**config.mk**
```make
export PLATFORM = sky130hd
export DESIGN_NAME = fpte_ctrl
export DESIGN_NICKNAME = d
export VERILOG_FILES = /design/src/rtl/fpte_pkg.sv /design/src/rtl/fpte_ctrl.sv
export SDC_FILE = /design/constraint.sdc
export NUM_CORES = 1
export LEC_CHECK = 0
export ABC_AREA = 1
export BUFFER_PORTS_ARGS = -buffer_cell sky130_fd_sc_hd__buf_4
export CAP_MARGIN = 20
export CELL_PAD_IN_SITES_DETAIL_PLACEMENT = 1
export CELL_PAD_IN_SITES_GLOBAL_PLACEMENT = 1
export CORE_MARGIN = 2
export CORE_UTILIZATION = 36
export DETAILED_ROUTE_END_ITERATION = 10
export GPL_ROUTABILITY_DRIVEN = 0
export HOLD_SLACK_MARGIN = 0.1
export PLACE_DENSITY = 0.84
export SETUP_SLACK_MARGIN = 0.3
export SYNTH_ARGS = -nofsm -noshare
export SYNTH_HDL_FRONTEND = slang
export SYNTH_SLANG_ARGS = --single-unit
```
**constraint.sdc**
```tcl
create_clock -name clk -period 3.8 [get_ports clk]
set_input_delay 0.19 -clock clk [delete_from_list [all_inputs] [get_ports clk]]
set_output_delay 0.19 -clock clk [all_outputs]
set_load 0.02 [all_outputs]
```
**src/rtl/fpte_pkg.sv**
```systemverilog
// Shared constants, types and helpers for the FAT12 packed table engine.
package fpte_pkg;

  // Table geometry: two 12-bit entries share one 24-bit word (three bytes).
  localparam int ENTRIES  = 4096;
  localparam int WORDS    = (ENTRIES + 1) / 2;
  localparam int WADDR_W  = $clog2(WORDS);
  localparam int IDX_W    = $clog2(ENTRIES + 1);
  localparam int ENTRY_W  = 12;
  localparam int WORD_W   = 2 * ENTRY_W;
  localparam int CLUSTER_W = 12;
  localparam int LIMIT_W  = 13;

  localparam logic [LIMIT_W-1:0] LIMIT_RESET = 13'd2880;
  localparam logic [ENTRY_W-1:0] EOC_LOW     = 12'hFF8;
  localparam logic [ENTRY_W-1:0] BAD_MARK    = 12'hFF7;
  localparam logic [IDX_W-1:0]   FIRST_DATA  = IDX_W'(2);

  // Stream word widths.
  localparam int IN_DATA_W  = 24;
  localparam int IN_USER_W  = 2;
  localparam int OUT_DATA_W = 32;

  // Result word bit positions, lowest field first.
  localparam int OUT_EOC_BIT   = 12;
  localparam int OUT_BAD_BIT   = 13;
  localparam int OUT_FOUND_BIT = 14;
  localparam int OUT_FREE_LSB  = 15;

  typedef enum logic [1:0] {
    KIND_READ  = 2'd0,
    KIND_WRITE = 2'd1,
    KIND_FIND  = 2'd2
  } kind_t;

  typedef enum logic [2:0] {
    ST_CLEAR,
    ST_IDLE,
    ST_EXEC,
    ST_SEARCH,
    ST_HOLD
  } state_t;

  // Request from the controller to the table memory.
  typedef struct packed {
    logic               we;
    logic [WADDR_W-1:0] waddr;
    logic [WORD_W-1:0]  wdata;
    logic [WADDR_W-1:0] raddr;
  } ram_req_t;

  typedef struct packed {
    logic [CLUSTER_W-1:0] free_cluster;
    logic                 free_found;
    logic                 bad_cluster;
    logic                 end_of_chain;
    logic [ENTRY_W-1:0]   entry_value;
  } result_t;

  // Packs a result into the output word, zero filled to whole bytes.
  function automatic logic [OUT_DATA_W-1:0] pack_result(input result_t r);
    logic [OUT_DATA_W-1:0] w;
    w = '0;
    w[ENTRY_W-1:0]                          = r.entry_value;
    w[OUT_EOC_BIT]                          = r.end_of_chain;
    w[OUT_BAD_BIT]                          = r.bad_cluster;
    w[OUT_FOUND_BIT]                        = r.free_found;
    w[OUT_FREE_LSB +: CLUSTER_W]            = r.free_cluster;
    return w;
  endfunction

endpackage

```
**src/rtl/fpte_ctrl.sv**
```systemverilog
// Sequencer for table clearing, entry read/write and the free-entry search.
module fpte_ctrl (
  input  logic                             clk,
  input  logic                             rst,
  input  logic [fpte_pkg::LIMIT_W-1:0]     search_limit,
  input  logic                             s_tvalid,
  output logic                             s_tready,
  input  logic [fpte_pkg::IN_DATA_W-1:0]   s_tdata,
  input  logic [fpte_pkg::IN_USER_W-1:0]   s_tuser,
  output logic                             m_tvalid,
  input  logic                             m_tready,
  output logic [fpte_pkg::OUT_DATA_W-1:0]  m_tdata,
  output fpte_pkg::ram_req_t               ram_req,
  input  logic [fpte_pkg::WORD_W-1:0]      ram_rdata
);

  fpte_pkg::state_t state, state_next;

  logic [fpte_pkg::WADDR_W-1:0]   clr_addr;
  logic [fpte_pkg::IN_USER_W-1:0] cur_kind;
  logic [fpte_pkg::CLUSTER_W-1:0] cur_cluster;
  logic [fpte_pkg::ENTRY_W-1:0]   cur_value;
  logic [fpte_pkg::IDX_W-1:0]     idx, idx_next;
  fpte_pkg::result_t              hold_res;

  logic [fpte_pkg::CLUSTER_W-1:0] in_cluster;
  logic [fpte_pkg::ENTRY_W-1:0]   in_value;
  logic [fpte_pkg::IDX_W-1:0]     in_start;
  logic [fpte_pkg::IDX_W-1:0]     bound;
  logic                           accept;
  logic                           out_free;
  logic                           clr_last;
  logic                           cur_in_range;
  logic [fpte_pkg::ENTRY_W-1:0]   cur_entry;
  logic [fpte_pkg::IDX_W-1:0]     hi_idx;
  logic                           lo_hit, hi_hit, search_end;
  logic                           done;
  fpte_pkg::result_t              res;

  assign in_cluster = s_tdata[fpte_pkg::CLUSTER_W-1:0];
  assign in_value   = s_tdata[fpte_pkg::CLUSTER_W +: fpte_pkg::ENTRY_W];
  assign in_start   = (fpte_pkg::IDX_W'(in_cluster) < fpte_pkg::FIRST_DATA) ?
                      fpte_pkg::FIRST_DATA : fpte_pkg::IDX_W'(in_cluster);
  assign bound      = (search_limit > fpte_pkg::LIMIT_W'(fpte_pkg::ENTRIES)) ?
                      fpte_pkg::IDX_W'(fpte_pkg::ENTRIES) : fpte_pkg::IDX_W'(search_limit);
  assign accept     = s_tvalid && s_tready;
  assign out_free   = !m_tvalid || m_tready;
  assign clr_last   = (clr_addr == fpte_pkg::WADDR_W'(fpte_pkg::WORDS - 1));

  // Entry of the current cluster out of its word.
  assign cur_in_range = ({1'b0, cur_cluster} < (fpte_pkg::CLUSTER_W+1)'(fpte_pkg::ENTRIES));
  assign cur_entry    = cur_cluster[0] ? ram_rdata[fpte_pkg::ENTRY_W +: fpte_pkg::ENTRY_W]
                                       : ram_rdata[fpte_pkg::ENTRY_W-1:0];

  // Search checks both entries of the word at once, the low one only when the index is even.
  assign hi_idx     = idx | fpte_pkg::IDX_W'(1);
  assign search_end = (idx >= bound);
  assign lo_hit     = !idx[0] && (ram_rdata[fpte_pkg::ENTRY_W-1:0] == '0);
  assign hi_hit     = (hi_idx < bound) &&
                      (ram_rdata[fpte_pkg::ENTRY_W +: fpte_pkg::ENTRY_W] == '0);
  assign idx_next   = hi_idx + fpte_pkg::IDX_W'(1);

  // Next-state logic.
  always_comb begin
    state_next = state;
    unique case (state)
      fpte_pkg::ST_CLEAR: begin
        if (clr_last) state_next = fpte_pkg::ST_IDLE;
      end
      fpte_pkg::ST_IDLE: begin
        if (accept) begin
          state_next = (s_tuser == fpte_pkg::KIND_FIND) ? fpte_pkg::ST_SEARCH
                                                        : fpte_pkg::ST_EXEC;
        end
      end
      fpte_pkg::ST_EXEC, fpte_pkg::ST_SEARCH, fpte_pkg::ST_HOLD: begin
        if (done) state_next = out_free ? fpte_pkg::ST_IDLE : fpte_pkg::ST_HOLD;
      end
      default: state_next = fpte_pkg::ST_CLEAR;
    endcase
  end

  // Output and datapath logic.
  always_comb begin
    s_tready      = 1'b0;
    done          = 1'b0;
    res           = '0;
    ram_req.we    = 1'b0;
    ram_req.waddr = fpte_pkg::WADDR_W'(cur_cluster >> 1);
    ram_req.wdata = ram_rdata;
    ram_req.raddr = fpte_pkg::WADDR_W'(cur_cluster >> 1);
    unique case (state)
      fpte_pkg::ST_CLEAR: begin
        ram_req.we    = 1'b1;
        ram_req.waddr = clr_addr;
        ram_req.wdata = '0;
      end
      fpte_pkg::ST_IDLE: begin
        s_tready      = 1'b1;
        ram_req.raddr = (s_tuser == fpte_pkg::KIND_FIND) ?
                        fpte_pkg::WADDR_W'(in_start >> 1) :
                        fpte_pkg::WADDR_W'(in_cluster >> 1);
      end
      fpte_pkg::ST_EXEC: begin
        done = 1'b1;
        if (cur_kind == fpte_pkg::KIND_READ && cur_in_range) begin
          res.entry_value  = cur_entry;
          res.end_of_chain = (cur_entry >= fpte_pkg::EOC_LOW);
          res.bad_cluster  = (cur_entry == fpte_pkg::BAD_MARK);
        end
        // Write merges the new entry with its neighbor in the same word.
        if (cur_kind == fpte_pkg::KIND_WRITE && cur_in_range) begin
          ram_req.we = 1'b1;
          if (cur_cluster[0]) begin
            ram_req.wdata = {cur_value, ram_rdata[fpte_pkg::ENTRY_W-1:0]};
          end else begin
            ram_req.wdata = {ram_rdata[fpte_pkg::ENTRY_W +: fpte_pkg::ENTRY_W], cur_value};
          end
        end
      end
      fpte_pkg::ST_SEARCH: begin
        ram_req.raddr = fpte_pkg::WADDR_W'(idx_next >> 1);
        priority if (search_end) begin
          done = 1'b1;
        end else if (lo_hit) begin
          done             = 1'b1;
          res.free_found   = 1'b1;
          res.free_cluster = fpte_pkg::CLUSTER_W'(idx);
        end else if (hi_hit) begin
          done             = 1'b1;
          res.free_found   = 1'b1;
          res.free_cluster = fpte_pkg::CLUSTER_W'(hi_idx);
        end else begin
          done = 1'b0;
        end
      end
      fpte_pkg::ST_HOLD: begin
        done = 1'b1;
        res  = hold_res;
      end
      default: begin
        done = 1'b0;
      end
    endcase
  end

  // Control registers.
  always_ff @(posedge clk) begin
    if (rst) begin
      state    <= fpte_pkg::ST_CLEAR;
      clr_addr <= '0;
      m_tvalid <= 1'b0;
    end else begin
      state <= state_next;
      if (state == fpte_pkg::ST_CLEAR) clr_addr <= clr_addr + fpte_pkg::WADDR_W'(1);
      if (done && out_free) begin
        m_tvalid <= 1'b1;
      end else if (m_tready) begin
        m_tvalid <= 1'b0;
      end
    end
  end

  // Payload registers.
  always_ff @(posedge clk) begin
    if (accept) begin
      cur_kind    <= s_tuser;
      cur_cluster <= in_cluster;
      cur_value   <= in_value;
      idx         <= in_start;
    end else if (state == fpte_pkg::ST_SEARCH) begin
      idx <= idx_next;
    end
    if (done && out_free) m_tdata <= fpte_pkg::pack_result(res);
    if (done && !out_free) hold_res <= res;
  end

  // The table is never written while waiting for a new word.
  a_no_write_idle: assert property (@(posedge clk) disable iff (rst)
    state == fpte_pkg::ST_IDLE |-> !ram_req.we)
    else $error("table write while idle");

  // An accepted word always starts an operation.
  a_accept_starts: assert property (@(posedge clk) disable iff (rst)
    accept |=> (state == fpte_pkg::ST_EXEC || state == fpte_pkg::ST_SEARCH))
    else $error("accepted word did not start an operation");

  // A found free cluster is never a reserved one and lies below the bound.
  a_found_range: assert property (@(posedge clk) disable iff (rst)
    state == fpte_pkg::ST_SEARCH && done && res.free_found |->
      fpte_pkg::IDX_W'(res.free_cluster) >= fpte_pkg::FIRST_DATA &&
      fpte_pkg::IDX_W'(res.free_cluster) < bound)
    else $error("free cluster out of range");

  // End-of-chain and bad-cluster marks exclude each other.
  a_flags_excl: assert property (@(posedge clk) disable iff (rst)
    m_tvalid |-> !(m_tdata[fpte_pkg::OUT_EOC_BIT] && m_tdata[fpte_pkg::OUT_BAD_BIT]))
    else $error("both entry flags set");

  // No result is produced while the table is being cleared.
  a_no_result_clear: assert property (@(posedge clk) disable iff (rst)
    state == fpte_pkg::ST_CLEAR |-> !done)
    else $error("result during clearing");

endmodule

```
Word-level counts from Yosys, hierarchy flattened
Index checks and enable logic that the tools add are counted.
{"block": "totals", "register_bits": 108, "output_inout_bits": 81}
{"block": "op_classes", "reduce_logical": 18, "mux": 32, "order_cmp": 5, "addsub": 2, "eq_ne": 11}
{"op": "$mux 13", "count": 6}
{"op": "$mux 24", "count": 2}
{"op": "$pmux 24 s2", "count": 1}
{"op": "$pmux 14 s2", "count": 1}
{"op": "$pmux 13 s2", "count": 1}
{"op": "$logic_not 12->1", "count": 2}
{"op": "$mux 12", "count": 2}
{"op": "$mux 11", "count": 2}
{"op": "$pmux 11 s2", "count": 1}
{"op": "$mux 14", "count": 1}
{"op": "$add 13x1->13 const B", "count": 1}
{"op": "$ge 13x13->1", "count": 1}
{"op": "$gt 13x13->1 const B", "count": 1}
{"op": "$lt 13x13->1", "count": 1}
{"op": "$eq 12x12->1 const B", "count": 1}
{"op": "$ge 12x12->1 const B", "count": 1}
{"op": "$lt 12x2->1 const B", "count": 1}
{"op": "$mux 3", "count": 4}
{"op": "$add 11x1->11 const B", "count": 1}
{"op": "$eq 11x11->1 const B", "count": 1}
{"op": "$pmux 3 s3", "count": 1}
{"op": "$mux 1", "count": 8}
{"op": "$eq 3x2->1 const B", "count": 2}
{"op": "$ne 2x2->1 const B", "count": 3}
{"op": "other kinds (14)", "count": 22}

Depth between registers and ports, before layout
Gate-level depths: netlist of run 1.
{"block": "depth", "ltp_word": 10, "mapped_depth": 22, "mapped_depth_nobuf": 22}

Worst setup path after synthesis of run 1
No wires, ideal clock.
{"block": "synth_path", "path_type": "input -> register", "startpoint": "input search_limit[4] (netlist bit)", "endpoint": "register m_tdata[0] (netlist bit) (enable)", "path_buffers": 0, "slack_ns": 0.218, "t_arrival_ns": 3.170, "setup_ns": 0.411, "cell_stages": 20, "required_time_ns": 3.389, "path_cell_list": "nor4_1 > nand2_1 > nor3_1 > a21oi_1 > clkinv_1 > nand2_1 > ha_1 > nand2_1 > inv_1 > nand2_1 > nand2_1 > nand2_1 > nand2_1 > nor2_2 > nor2_4 > nor2_8 > inv_4 > nand2_2 > inv_1 > nor2_1"}
{"block": "synth_between", "elab_chain_len": 9, "elab_cells_between_ends": 10, "cone_classes": "order compare: 3; mux: 5; reduce/logical: 2"}
{"item": "start: declaration", "line": "fpte_ctrl.sv:5", "text": "input logic [fpte_pkg::LIMIT_W-1:0] search_limit,"}
{"item": "$gt 13x13->1", "line": "fpte_ctrl.sv:44", "text": "assign bound = (search_limit > fpte_pkg::LIMIT_W'(fpte_pkg::ENTRIES)) ?"}
{"item": "$mux 13 *", "line": "fpte_ctrl.sv:44"}
{"item": "$lt 13x13->1", "line": "fpte_ctrl.sv:59", "text": "assign hi_hit = (hi_idx < bound) &&"}
{"item": "$logic_and 1x1->1", "line": "fpte_ctrl.sv:59"}
{"item": "$mux 1", "line": "fpte_ctrl.sv:129", "text": "end else if (hi_hit) begin"}
{"item": "$mux 1", "line": "fpte_ctrl.sv:125", "text": "end else if (lo_hit) begin"}
{"item": "$mux 1 *", "line": "fpte_ctrl.sv:123", "text": "priority if (search_end) begin"}
{"item": "$pmux 1 s2 *", "line": "fpte_ctrl.sv:92", "text": "unique case (state)"}
{"item": "$logic_and 1x1->1 *", "line": "fpte_ctrl.sv:174", "text": "if (done && out_free) m_tdata <= fpte_pkg::pack_result(res);"}
{"item": "end signal: assignment", "line": "fpte_ctrl.sv:174"}
{"item": "end: declaration", "line": "fpte_ctrl.sv:12", "text": "output logic [fpte_pkg::OUT_DATA_W-1:0] m_tdata,"}
Mark *: on every way between the ends. The rest lies on a longest branch, timed or not.
A chain may end at the register's enable or synchronous reset.

Final worst setup path of run 1
{"block": "layout_path", "startpoint": "input search_limit[4] (netlist bit)", "endpoint": "register hold_res[25] (netlist bit) (enable)"}
{"block": "layout_between", "elab_chain_len": 9, "elab_cells_between_ends": 10, "cone_classes": "order compare: 3; mux: 5; reduce/logical: 2"}
{"item": "$gt 13x13->1", "line": "fpte_ctrl.sv:44"}
{"item": "$mux 13 *", "line": "fpte_ctrl.sv:44"}
{"item": "$lt 13x13->1", "line": "fpte_ctrl.sv:59"}
{"item": "$logic_and 1x1->1", "line": "fpte_ctrl.sv:59"}
{"item": "$mux 1", "line": "fpte_ctrl.sv:129"}
{"item": "$mux 1", "line": "fpte_ctrl.sv:125"}
{"item": "$mux 1 *", "line": "fpte_ctrl.sv:123"}
{"item": "$pmux 1 s2 *", "line": "fpte_ctrl.sv:92"}
{"item": "$logic_and 1x1->1 *", "line": "fpte_ctrl.sv:175", "text": "if (done && !out_free) hold_res <= res;"}
{"item": "end signal: assignment", "line": "fpte_ctrl.sv:175"}
{"item": "end: declaration", "line": "fpte_ctrl.sv:24", "text": "fpte_pkg::result_t hold_res;"}
Marks and branches as above.

==> results, run 1 <==
- The run finished with clean final reports.
- The source-to-sink clock delay at the later pin of the worst-skew pair is 360 ps.
- After detailed routing, the wire length on met1 is 7.58 mm.
- The number of global-route vias before repair is 5144.
- The detailed router used layers up to and including met4.
- After synthesis, flip-flops and latches occupy 53.6% of the total area.
- The TritonCTS buffer count is 9.
- The async set-reset flop share out of synthesis is 0%.
- Leaving out fill and tap cells, the most frequent cell in the layout is nand2_1.
- TritonCTS built the clock tree.
- The post-synthesis instance total is 638.
- Combinational logic is responsible for 7.1% of the overall power.
- The clock network accounts for 40.8% of the total power.
- The worst endpoint required time is 3820 ps.
- For this configuration, the core starts out at a cell density of 36.6%.
- The number of clock sinks seen by CTS is 108.
- The H-tree depth reported by CTS is 3.
- In this run the worst path has a maximum fanout of 27.
- The global-route total usage across every layer is 21.0%.
- For this run, the number of Yosys warnings is 0.
- The switching part of the total power is 22.9%.
- The mean instance size in the synthesized netlist is 9.05 sq um.
- Compared with the post-synthesis result, the final layout area differs by 32.3%.
- The die is 131 microns tall.
- The largest net degree at the start of global routing is 34.
- The min-delay analysis places its worst path in the category in2reg.
- The post-route DRC violation count is 0.
- The number of antenna violations at the first check in global routing came to 0.
- Clock skew on the completed layout was measured at 12.4 ps.
- The count of flip-flops with a built-in enable after synthesis is 93.
- The library cells used most frequently in the layout, excluding fill and tap cells, are nand2_1, buf_4, edfxtp_1.
- The internal power summed over all cells is 1890 uW.
- The total net switching power is 561 uW.
- The analysis attributes to cell leakage a power of 0.00332 uW.
- The count of cells resized by post-cts repair is 0.
- In this run the critical register-to-register path is launched from idx[8].
- The final layout contains routed wiring with a total length of 17.5 mm.
- The number of standard-cell rows in the floorplan is 46.
- The most frequently used flop master after synthesis is edfxtp_1.
- The number of max-capacitance violations reported is 0.
- The setup TNS is 0 ps.
- The slew at the pin closest to its max-slew limit is 915 ps.
- In the final layout, the share of cells above drive strength 1 is 25.8%.
- The share of power burned in registers is 52.1%.
- The total vias in the final route is 5071.
- The final-report max-slew violation count is 0.
- The number of vias per cell after detailed routing is 4.92.
- Synthesis instantiated 43 different standard cells from the library.
- Setup repair after global routing left no endpoint under its margin.
- The library cell used as clock root buffer is clkbuf_16.
- The capturing element type of the critical path is a flip-flop.
- Clock-pin slew was measured on the worst setup and hold paths at 80 ps.
- Of the available clock period, the critical path in the final layout requires 74.9%.
- The category of the critical setup timing path is in2reg.
- During I/O placement, the number of pins put on the boundary was 148.
- The DRC marker count from the first detailed-route iteration is 260.
- Across the whole layout, storage elements account for 3090 sq um.
- The clock period could shrink to 2840 ps.
- In this run, synthesis produced a sequential element count of 108.
- The number of buffers inserted to repair setup after CTS is 0.
- The overall die area is 17100 sq um.
- The total power after layout is 2450 uW.
- The total power per unit cell area is 321 nW/um^2.
- The source of the critical timing path is search_limit[4].
- The max-slew headroom at the worst pin is 38.9%.
- The HPWL after detailed placement is 13.3 mm.
- In the detailed route, the total length drawn on met3 is 766 microns.
- The first global-routing pass estimated 27.1 mm of wire.
- The average wire per standard cell is 17.0 microns.
- After global routing the overflow that remains totals 0.
- The length of the first detailed-routing pass in iterations is 5.
- For this design, the CTS-stage hold fixing added 27 buffers.
- The clock passes through at most 2 buffers.
- The final hold violation count came to 0.
- The category of the worst setup path launch point is an input pin.
- The fmax is 352 MHz.
- The startpoint of the tightest hold check path is m_tready.
- 0 antenna diodes ended up in the layout.
- Fill cells in the final layout number 1906.
- The arrival time at the worst endpoint is 2860 ps.
- Summed over all nets, wire length on met2 after detailed routing comes to 8.58 mm.
- The multi-input combinational cells in the finished layout cover a total of 2190 sq um.
- The core outline area is 15800 sq um.
- The count of buffers from port buffering is 142.
- The cell area that synthesis handed to floorplanning was 5770 sq um.
- Across the VDD grid, the largest voltage drop is 0.207 mV.
- Setup violations remaining at the end of the flow were counted as 0.
- The final net count is 892.
- The count of nets left with antenna violations once routing finished came out at 0.
- The x dimension of the die is 131 microns.
## final cells by class
type / count / area share, %
clock inverters: 6 / 1.08
inverters: 107 / 5.37
flip-flops and latches: 108 / 40.5
repair buffers: 172 / 17.8
clock buffers: 10 / 3.00
well taps: 216 / 3.54
multi-input cells: 411 / 28.7
## registers in the layout (all words and copies together), names as in the netlist
signal and flops:
idx 13, m_tvalid 1, clr_addr 11, hold_res 27, cur_value 12, cur_kind 2
state 3, m_tdata 27, cur_cluster 12
## power by group through the flow
stage	Combinational, uW	Sequential, uW	Clock (uW)
after detailed placement	149	1300	0
final	174	1280	998
after floorplan	66.1	1300	0
after global routing	191	1280	1050
after CTS	173	1280	1010
after global placement	145	1300	0
## per-layer routing
| layer | vias to the layer above | track usage (%) |
|---|---|---|
| li1 | 2478 | - |
| met1 | 2412 | 27.4 |
| met2 | 144 | 35.3 |
| met3 | 37 | 3.05 |
| met4 | 0 | 8.51 |
| met5 | - | 0 |
## synthesized netlist by cell type (2+ instances only)
cell type / n / share of area [%]
o22ai_1: 19 / 2.1
edfxtp_1: 93 / 48
dfxtp_1: 15 / 5.2
xor2_1: 7 / 1.1
nor2_1: 34 / 2.2
nand3_1: 17 / 1.5
a22o_1: 4 / 0.61
clkbuf_1: 3 / 0.20
nand2_1: 168 / 11
nand4_1: 9 / 0.98
o211ai_1: 7 / 0.91
buf_4: 7 / 0.91
ha_1: 16 / 3.5
a21oi_1: 18 / 1.6
o21ai_2: 9 / 1.4
inv_1: 90 / 5.9
o221ai_1: 4 / 0.61
nor3_1: 11 / 0.95
inv_2: 13 / 0.85
o21ai_0: 47 / 4.1
nand2_2: 7 / 0.76
nor3_2: 2 / 0.35
nor2_4: 2 / 0.39
nor2_2: 5 / 0.54
nor4_1: 4 / 0.43
buf_2: 6 / 0.52
nor2_8: 2 / 0.69
o21ai_1: 4 / 0.35
## metrics by stage
stage	area (sq um)	utilization, %	hold WS [ps]	cells	setup WS, ps
2_1_floorplan	5790	-	289	642	676
3_3_place_gp	7050	44.7	369	987	755
3_5_place_dp	7050	44.7	369	987	577
4_1_cts	7640	48.4	168	1030	943
5_1_grt	7640	48.4	179	1030	695
6_report	7640	48.4	174	1030	955
## critical path, stage by stage
cell	delay, ps
buf_4	110
nor4_1	270
nand2_1	80
nor3_1	130
a21oi_1	110
clkinv_1	170
nand2_1	80
ha_1	310
nand2_1	90
nand2_1	50
nand2_1	60
nand2_1	90
nand2_1	70
nand2_1	70
nor2_2	180
nor2_4	70
nor2_8	160
inv_4	40
nand2_2	70
nand2_2	60
inv_1	70
buf_4	330
## worst paths after layout
kind / to / slack, ps / cells after the start
setup / recovery: hold_res[25] / 960 / 22
hold / removal: state[2] / 170 / 4
setup reg to reg: hold_res[25] / 1150 / 15
hold reg to reg: clr_addr[4] / 500 / 2
## logic make-up (layout without fill, tap and decap cells)
group | Yosys count | in the layout | synth area share, %
AOI/OAI and AO/OA | 116 | 116 | 12.2
xor gates and xnor gates | 7 | 7 | 1.06
adders and majority gates | 16 | 16 | 3.47
buffers and inverters | 123 | 295 | 8.74
DFF | 108 | 108 | 53.6
other | 1 | 5 | 0.0650
and+or+nand+nor | 267 | 267 | 20.8
No activity file was read; power rests on OpenSTA's default activity.
==> run 2: changes to the inputs <==
==> constraint.sdc (replaced) <==
create_clock -name clk -period 2.6 [get_ports clk]
set_input_delay 0.13 -clock clk [delete_from_list [all_inputs] [get_ports clk]]
set_output_delay 0.13 -clock clk [all_outputs]
set_load 0.02 [all_outputs]
==> run 2 against run 1 <==
Net effect: the run now ends with setup timing left; clock skew down 4.2 ps; global-route usage up 1.6 points; clock power up 59%; critical path depth down 3; die area unchanged; register-to-register slack worse by 1000 ps; final cell count up 4.4%; setup slack worse by 1100 ps; routed wire length up 21%; critical path type unchanged; largest cell class unchanged.
==> results, run 2 (synthesis gave the netlist of run 1 again) <==
- The global-route total usage across every layer is 22.6% (+1.6 points).
- The post-route DRC violation count is 0 (unchanged).
- The leakage component of the power is 0.00368 uW (+11%).
- The checks that failed: setup timing.
- After layout, the minimum clock period comes to 2710 ps.
- The total power after layout is 3780 uW (+55%).
- The flow ran to the end, but the final reports show violations.
- The number of clock sinks seen by CTS was 108 (unchanged).
- The capturing element type of the critical path is a flip-flop.
- The arrival time at the worst endpoint came to 2840 ps (-20 ps).
- The number of global-route vias before repair is 5450 (+5.9%).
- The total net switching power is 815 uW (+45%).
- The final hold violation count was 0 (unchanged).
- The number of buffers on the longest clock path is 2 (unchanged).
- The TritonCTS buffer count is 9 (unchanged).
- The average wire per standard cell is 19.7 microns (+16%).
- The x dimension of the die is 131 microns (unchanged).
- The register-to-register setup slack came to 110 ps (-1040 ps).
- The slew at the pin closest to its max-slew limit is 528 ps (-387 ps).
- The length of the first detailed-routing pass in iterations came to 5 (unchanged).
- The total vias in the final route came to 5504 (+8.5%).
- The overall overflow remaining after global route is 0 (unchanged).
- The share of power burned in registers is 49.3% (-2.8 points).
- The maximum resistive drop on vdd came to 0.364 mV (+76%).
- The detailed placement HPWL is 14.0 mm (+4.9%).
- The post-CTS clock slew at the launch and capture registers of the worst setup and hold paths is 70 ps (about the same).
- The worst endpoint required time is 2730 ps (-1090 ps).
- The count of inserted antenna diode cells is 0 (unchanged).
- The source-to-sink clock delay at the later pin of the worst-skew pair is 360 ps (about the same).
- The H-tree depth reported by CTS came to 3 (unchanged).
- The area growth from synthesis to layout is 50.8%.
- The setup skew after layout came to 8.16 ps (-4.20 ps).
- Dividing the final minimum period by the clock period gives 104%.
- The core outline area is 15800 sq um (unchanged).
- CTS placed an instance of clkbuf_16 at the clock tree root.
- The DRC marker count from the first detailed-route iteration is 333 (+28%).
- The fmax is 369 MHz.
- The final net count came to 937 (+5.0%).
- The CTS tree is yes.
- The effective utilization at floorplan is 36.6% (unchanged).
- The share of power burned in combinational logic is 8.7% (+1.6 points).
- The end-of-flow core utilization is 55.2% (+6.8 points).
- The number of antenna violations at the first check in global routing came to 0 (unchanged).
- The total wire length after detailed routing is 21.2 mm (+21%).
- The count of antenna-violating nets left after detailed routing is 0 (unchanged).
- The largest net degree at the start of global routing is 30 (-12%).
- The max-slew headroom at the worst pin came to 64.7% (+26 points).
- The category of the critical setup timing path is in2reg.
- The final setup slack of the worst path is -112 ps (-1070 ps).
- The category of the worst setup path launch point is an input pin.
- The number of standard-cell rows in the floorplan was 46 (unchanged).
- The largest registers in the layout are hold_res (27), m_tdata (27), idx (13).
- The clock share of power came to 42.0% (+1.2 points).
- The first-pass GRT wire length is 29.0 mm (+7.3%).
- The final-report max-slew violation count is 0 (unchanged).
- The number of fillers in the final layout is 1791 (-6.0%).
- The total power per unit cell area came to 435 nW/um^2 (+36%).
- The switching part of the total power came to 21.5% (-1.4 points).
- The number of max-capacitance violations reported is 0 (unchanged).
- The share of cells above drive strength 1 is 38.5% (+13 points).
- The highest net fanout along the worst path came to 8 (-70%).
- The number of vias per cell after detailed routing is 5.12 (+4.0%).
- The die boundary height is 131 microns (unchanged).
- The overall die area is 17100 sq um (unchanged).
- Setup repair after global routing could not meet its margin everywhere.
- The leading cell type in the layout, fill and taps excluded is buf_4.
- The internal power summed over all cells is 2970 uW (+57%).
- The count of buffers from port buffering came to 142 (unchanged).
- In the layout the commonest cells are buf_4, nand2_1, edfxtp_1.
- The tightest min-delay check is of the in2reg type.
- The final count of negative-setup-slack endpoints was 54 (+54).
- The number of I/O pins came to 148 (unchanged).
[run 2: cell count changes in the layout (fill, tap and decap cells not counted), sizes merged]
cell      before  now
buf          145  187
bufinv         1    3
clkinvlp       1    4
inv          107  104
clkbuf        10   11
[run 2: metrics by stage]
stage	setup TNS (ps)	instance area (sq um)	instances	hold slack (ps)	setup slack, ps
2_1_floorplan	-6960	5810	642	229	-161
5_1_grt	-11310	8710	1075	226	-210
3_5_place_dp	-20830	7240	1005	310	-329
4_1_cts	0	8100	1060	205	150
6_report	-4580	8710	1075	215	-112
3_3_place_gp	-8850	7240	1005	309	-172
[run 2: final cells by class]
cell class / count / area [sq um] / area share (%)
Tap cell: 216 / 270 / 3.10
Timing Repair Buffer: 216 / 1850 / 21.3
Multi-Input combinational cell: 411 / 2710 / 31.1
Clock buffer: 9 / 225 / 2.59
Clock inverter: 7 / 123 / 1.41
Inverter: 107 / 429 / 4.93
Timing Repair inverter: 1 / 6.26 / 0.0719
Sequential cell: 108 / 3090 / 35.5
[run 2: metal layers]
| metal | part of all wire, % | vias up | track usage, % |
|---|---|---|---|
| met5 | 0 | - | 0 |
| met4 | 3.3 | 0 | 7.07 |
| met3 | 4.4 | 44 | 3.71 |
| met2 | 53 | 203 | 41.1 |
| met1 | 39 | 2692 | 27.3 |
| li1 | - | 2565 | - |
[run 2: final timing paths]
path                                 startpoint     endpoint  cells after the start
worst min-delay path              ram_rdata[14]  hold_res[2]                      3
worst max-delay path            search_limit[4]  hold_res[8]                     19
worst max register to register           idx[2]  m_tdata[22]                     16
worst min register to register      clr_addr[9]  clr_addr[9]                      2
[run 2: timing repair]
action                     CTS  global route
cloned                       3             2
resized for setup           28           101
setup endpoints to repair   82            96
hold buffers                27             0
buffers inserted             9            13
pin swaps                    7            20
hold endpoints to repair    36             0
[run 2: critical path, stage by stage]
cell        delay (ps)
buf_8              100
nor4_4             320
nand2_2            110
nor3_4             160
a21oi_4            120
buf_4              160
nor2_1             260
ha_1               270
nand3b_1           140
nand3_2             90
nand2_4             90
nand3_2             80
nand2_2             70
inv_2               40
nor2_4             110
nand2_4             80
nand2_4             80
clkinvlp_4         180
clkbuf_16          210
[run 2: power groups by stage]
stage | Combinational, uW | Clock, uW | Sequential, uW
2_1_floorplan | 97.4 | 0 | 1900
3_3_place_gp | 221 | 0 | 1910
3_5_place_dp | 227 | 0 | 1910
4_1_cts | 271 | 1600 | 1870
5_1_grt | 351 | 1670 | 1870
6_report | 329 | 1590 | 1870
==> run 3: changes to the inputs <==
--- a/config.mk
+++ b/config.mk
@@ -15,7 +15,7 @@
 export DETAILED_ROUTE_END_ITERATION = 10
 export GPL_ROUTABILITY_DRIVEN = 0
 export HOLD_SLACK_MARGIN = 0.1
-export PLACE_DENSITY = 0.84
+export PLACE_DENSITY = 0.83
 export SETUP_SLACK_MARGIN = 0.3
 export SYNTH_ARGS = -nofsm -noshare
 export SYNTH_HDL_FRONTEND = slang
==> run 3 against run 2 <==
Net effect: the run still ends with setup timing left; global-route usage decreased by 0.44 points; combinational power decreased by 12%; clock-buffer cell count unchanged; hold slack got worse by 17 ps; total power decreased by 3.3%; critical path type unchanged; largest power group unchanged.
==> results, run 3 (synthesis gave the netlist of run 1 again) <==
- The x dimension of the die was 131 microns (unchanged).
- The global routing usage on met3 is 4.48% (+0.77 points).
- The final worst-path cycle share is 100% (-3.9 points).
- The number of buffers on the longest clock path is 2 (unchanged).
- The fmax was 383 MHz (+3.8%).
- The capture instance of the worst register-to-register path is hold_res[25].
- The detailed placement HPWL is 14.0 mm (about the same).
- The share of cells above drive strength 1 is 34.8% (-3.8 points).
- The checks that failed: setup timing.
- The global-route total usage across every layer was 22.1% (-0.44 points).
- The post-route DRC violation count was 0 (unchanged).
- The sequential standard cell area is 3090 sq um (unchanged).
- The final hold violation count was 0 (unchanged).
- The run finished, with violations left.
- The die boundary height is 131 microns (unchanged).
- The maximum resistive drop on vdd is 0.358 mV (-1.7%).
- Grouping stages by cell kind, the critical path spends the most delay in simple AND/OR/NAND/NOR gates.
- The library cell used as clock root buffer is clkbuf_16.
- The total vias in the final route is 5385 (-2.2%).
- The number of standard-cell rows in the floorplan came to 46 (unchanged).
- Walking the worst path, the cells encountered are buf_8, nor4_4, nand2_1, nor3_2, a21oi_2, clkinv_2, nand2_2, ha_4, nand2_2, inv_2, nand2_2, nor2_4, nand2_2, nand2_2, nor2_4, nor2_4, nor2_8, inv_4, nand2_4, nand2_4, clkinvlp_4, buf_12, clkbuf_16.
- The length in cells of the worst reg-to-reg path came to 16 (unchanged).
- The library cell used most frequently in the layout, excluding fill and tap cells, is buf_4.
- The setup skew after layout is 7.81 ps (-0.359 ps).
- The max-slew headroom at the worst pin is 63.3% (-1.4 points).
- The core outline area is 15800 sq um (unchanged).
- The post-CTS clock slew at the launch and capture registers of the worst setup and hold paths is 70 ps (about the same).
- The TritonCTS buffer count is 9 (unchanged).
- The H-tree depth reported by CTS came to 3 (unchanged).
- The largest net degree at the start of global routing is 30 (unchanged).
- The startpoint of the lowest-slack register-to-register path is idx[1].
- The number of global-route vias before repair is 5411 (-0.72%).
- The routing usage on met2 came to 39.3% (-1.8 points).
- The total power per unit cell area came to 438 nW/um^2 (+0.87%).
- The number of antenna violations at the first check in global routing is 1 (+1).
- The final period demand of the worst path is 2610 ps (-100 ps).
- The post-placement worst setup slack is -283 ps (+45.8 ps).
- The buffering stage count on the worst path with inverters included is 7 (+2).
- The highest net fanout along the worst path is 5 (-3).
- The register-to-register setup slack is 120 ps (about the same).
- The first-pass GRT wire length is 28.4 mm (-2.0%).
- The capturing element type of the critical path is a flip-flop.
- The category of the critical setup timing path is in2reg.
- The end-of-flow core utilization is 52.9% (-2.3 points).
- STA classifies the critical path startpoint as an input pin.
- The overall die area came to 17100 sq um (unchanged).
- The overall overflow remaining after global route is 0 (unchanged).
- The average wire per standard cell is 18.1 microns (-8.1%).
- The count of antenna-violating nets left after detailed routing is 0 (unchanged).
- Setup repair after global routing could not meet its margin everywhere.
- The number of clock sinks seen by CTS came to 108 (unchanged).
- Relative to the synthesized area, the layout overhead comes to 44.6%.
- The final net count came to 935 (-0.21%).
- The layer carrying the most global-route usage is met2.
- The number of vias per cell after detailed routing is 5.01 (-2.1%).
- The final-report max-slew violation count was 0 (unchanged).
- The length of the first detailed-routing pass in iterations is 4 (-1).
- The number of fillers in the final layout is 1852 (+3.4%).
- The largest registers in the layout are hold_res (27), m_tdata (27), idx (13).
- The source-to-sink clock delay at the later pin of the worst-skew pair is 370 ps (about the same).
- The cell seen most often among critical-path stages is nand2_2.
- The area occupied by multi-input gates came to 2420 sq um (-11%).
- The effective utilization at floorplan is 36.6% (unchanged).
- In the layout the commonest cells are buf_4, nand2_1, edfxtp_1.
- The arrival time at the worst endpoint came to 2750 ps (-90 ps).
- The worst hold path depth was 3 (unchanged).
- The leakage component of the power is 0.00360 uW (-2.3%).
- The number of max-capacitance violations reported is 0 (unchanged).
- The delay of the slowest cell on the worst path was 290 ps (-30 ps).
- The number of I/O pins is 148 (unchanged).
- The count of buffers from port buffering came to 142 (unchanged).
- The final count of negative-setup-slack endpoints is 5 (-91%).
- The final setup slack of the worst path is -11.6 ps (+100 ps).
- The type of the tightest min-delay check is in2reg.
- The CTS tree is yes.
- The slew at the pin closest to its max-slew limit was 549 ps (+20.3 ps).
- The startpoint of the tightest hold check path is ram_rdata[14].
- The worst endpoint required time was 2730 ps (about the same).
- The met1 track demand over resource was 26.9% (-0.34 points).
- The path with the worst hold slack has its endpoint at m_tdata[2].
- The cell at the slowest stage of the critical path is ha_4.
- The total wire length after detailed routing is 19.4 mm (-8.2%).
- The DRC marker count from the first detailed-route iteration was 265 (-20%).
run 3: cell types whose count changed in the layout (fill, tap and decap cells not counted), sizes merged:
cell	change
inv	+2
buf	-2
clkinv	-1
bufinv	-1
diode	+1
run 3: area by class of cell:
cell class / instances / area share [%]
multi-input cells: 411 / 29.0
flip-flops and latches: 108 / 37.1
repair buffers: 214 / 21.7
clock buffers: 9 / 2.70
diodes: 1 / 0.0300
repair inverters: 1 / 0.0450
inverters: 107 / 5.02
clock inverters: 7 / 1.17
well taps: 216 / 3.24
run 3: routing by layer:
layer	part of all wire, %	up-vias
met5	0	-
met4	2.0	0
met3	3.7	29
met2	53	130
met1	41	2655
li1	-	2571
run 3: per-stage QoR:
step	TNS, ps	hold WS (ps)	instance area [sq um]	power, uW	std cells
floorplan	-6960	229	5810	2000	642
global placement	-8540	308	7240	2130	1003
detailed placement	-18090	309	7240	2130	1003
CTS	0	175	7990	3670	1057
global route	-7630	201	8340	3780	1074
finish	-55.9	199	8340	3660	1074
run 3: worst max path at each step:
stage	from	to	slack [ps]	depth (start not counted)
floorplan	search_limit[4]	m_tdata[0]	-160	20
global placement	search_limit[4]	m_tdata[9]	-170	22
detailed placement	search_limit[4]	m_tdata[1]	-280	22
CTS	search_limit[4]	hold_res[22]	170	21
global route	search_limit[4]	hold_res[25]	-180	22
finish	search_limit[4]	hold_res[25]	-10	23
run 3: power by group:
part	total (uW)	leakage [uW]	switching (uW)	internal (uW)
sequential	1870	0.000950	3.80	1860
combinational	291	0.00250	146	145
clock	1500	0.000152	651	849
run 3: worst reg2reg max path, cell delays in order (launching register included):
cell and delay, ps:
edfxtp_1 500, inv_1 120, ha_1 310, nand2_1 90, inv_2 40, nand3b_1 70
nand3_1 80, nand2_1 110, nand3_1 80, nand2_1 90, inv_2 50, nor2_4 130
nand2_4 80, nand2_4 70, clkinvlp_4 130, buf_12 160, clkbuf_16 150
run 3: repair_timing:
item / 4_1_cts / 5_1_grt
gates cloned: 2 / 3
pin swaps: 1 / 22
gates resized for setup: 11 / 47
hold endpoints to repair: 36 / 0
setup endpoints to repair: 93 / 98
hold buffers: 27 / 0
buffers inserted: 9 / 13
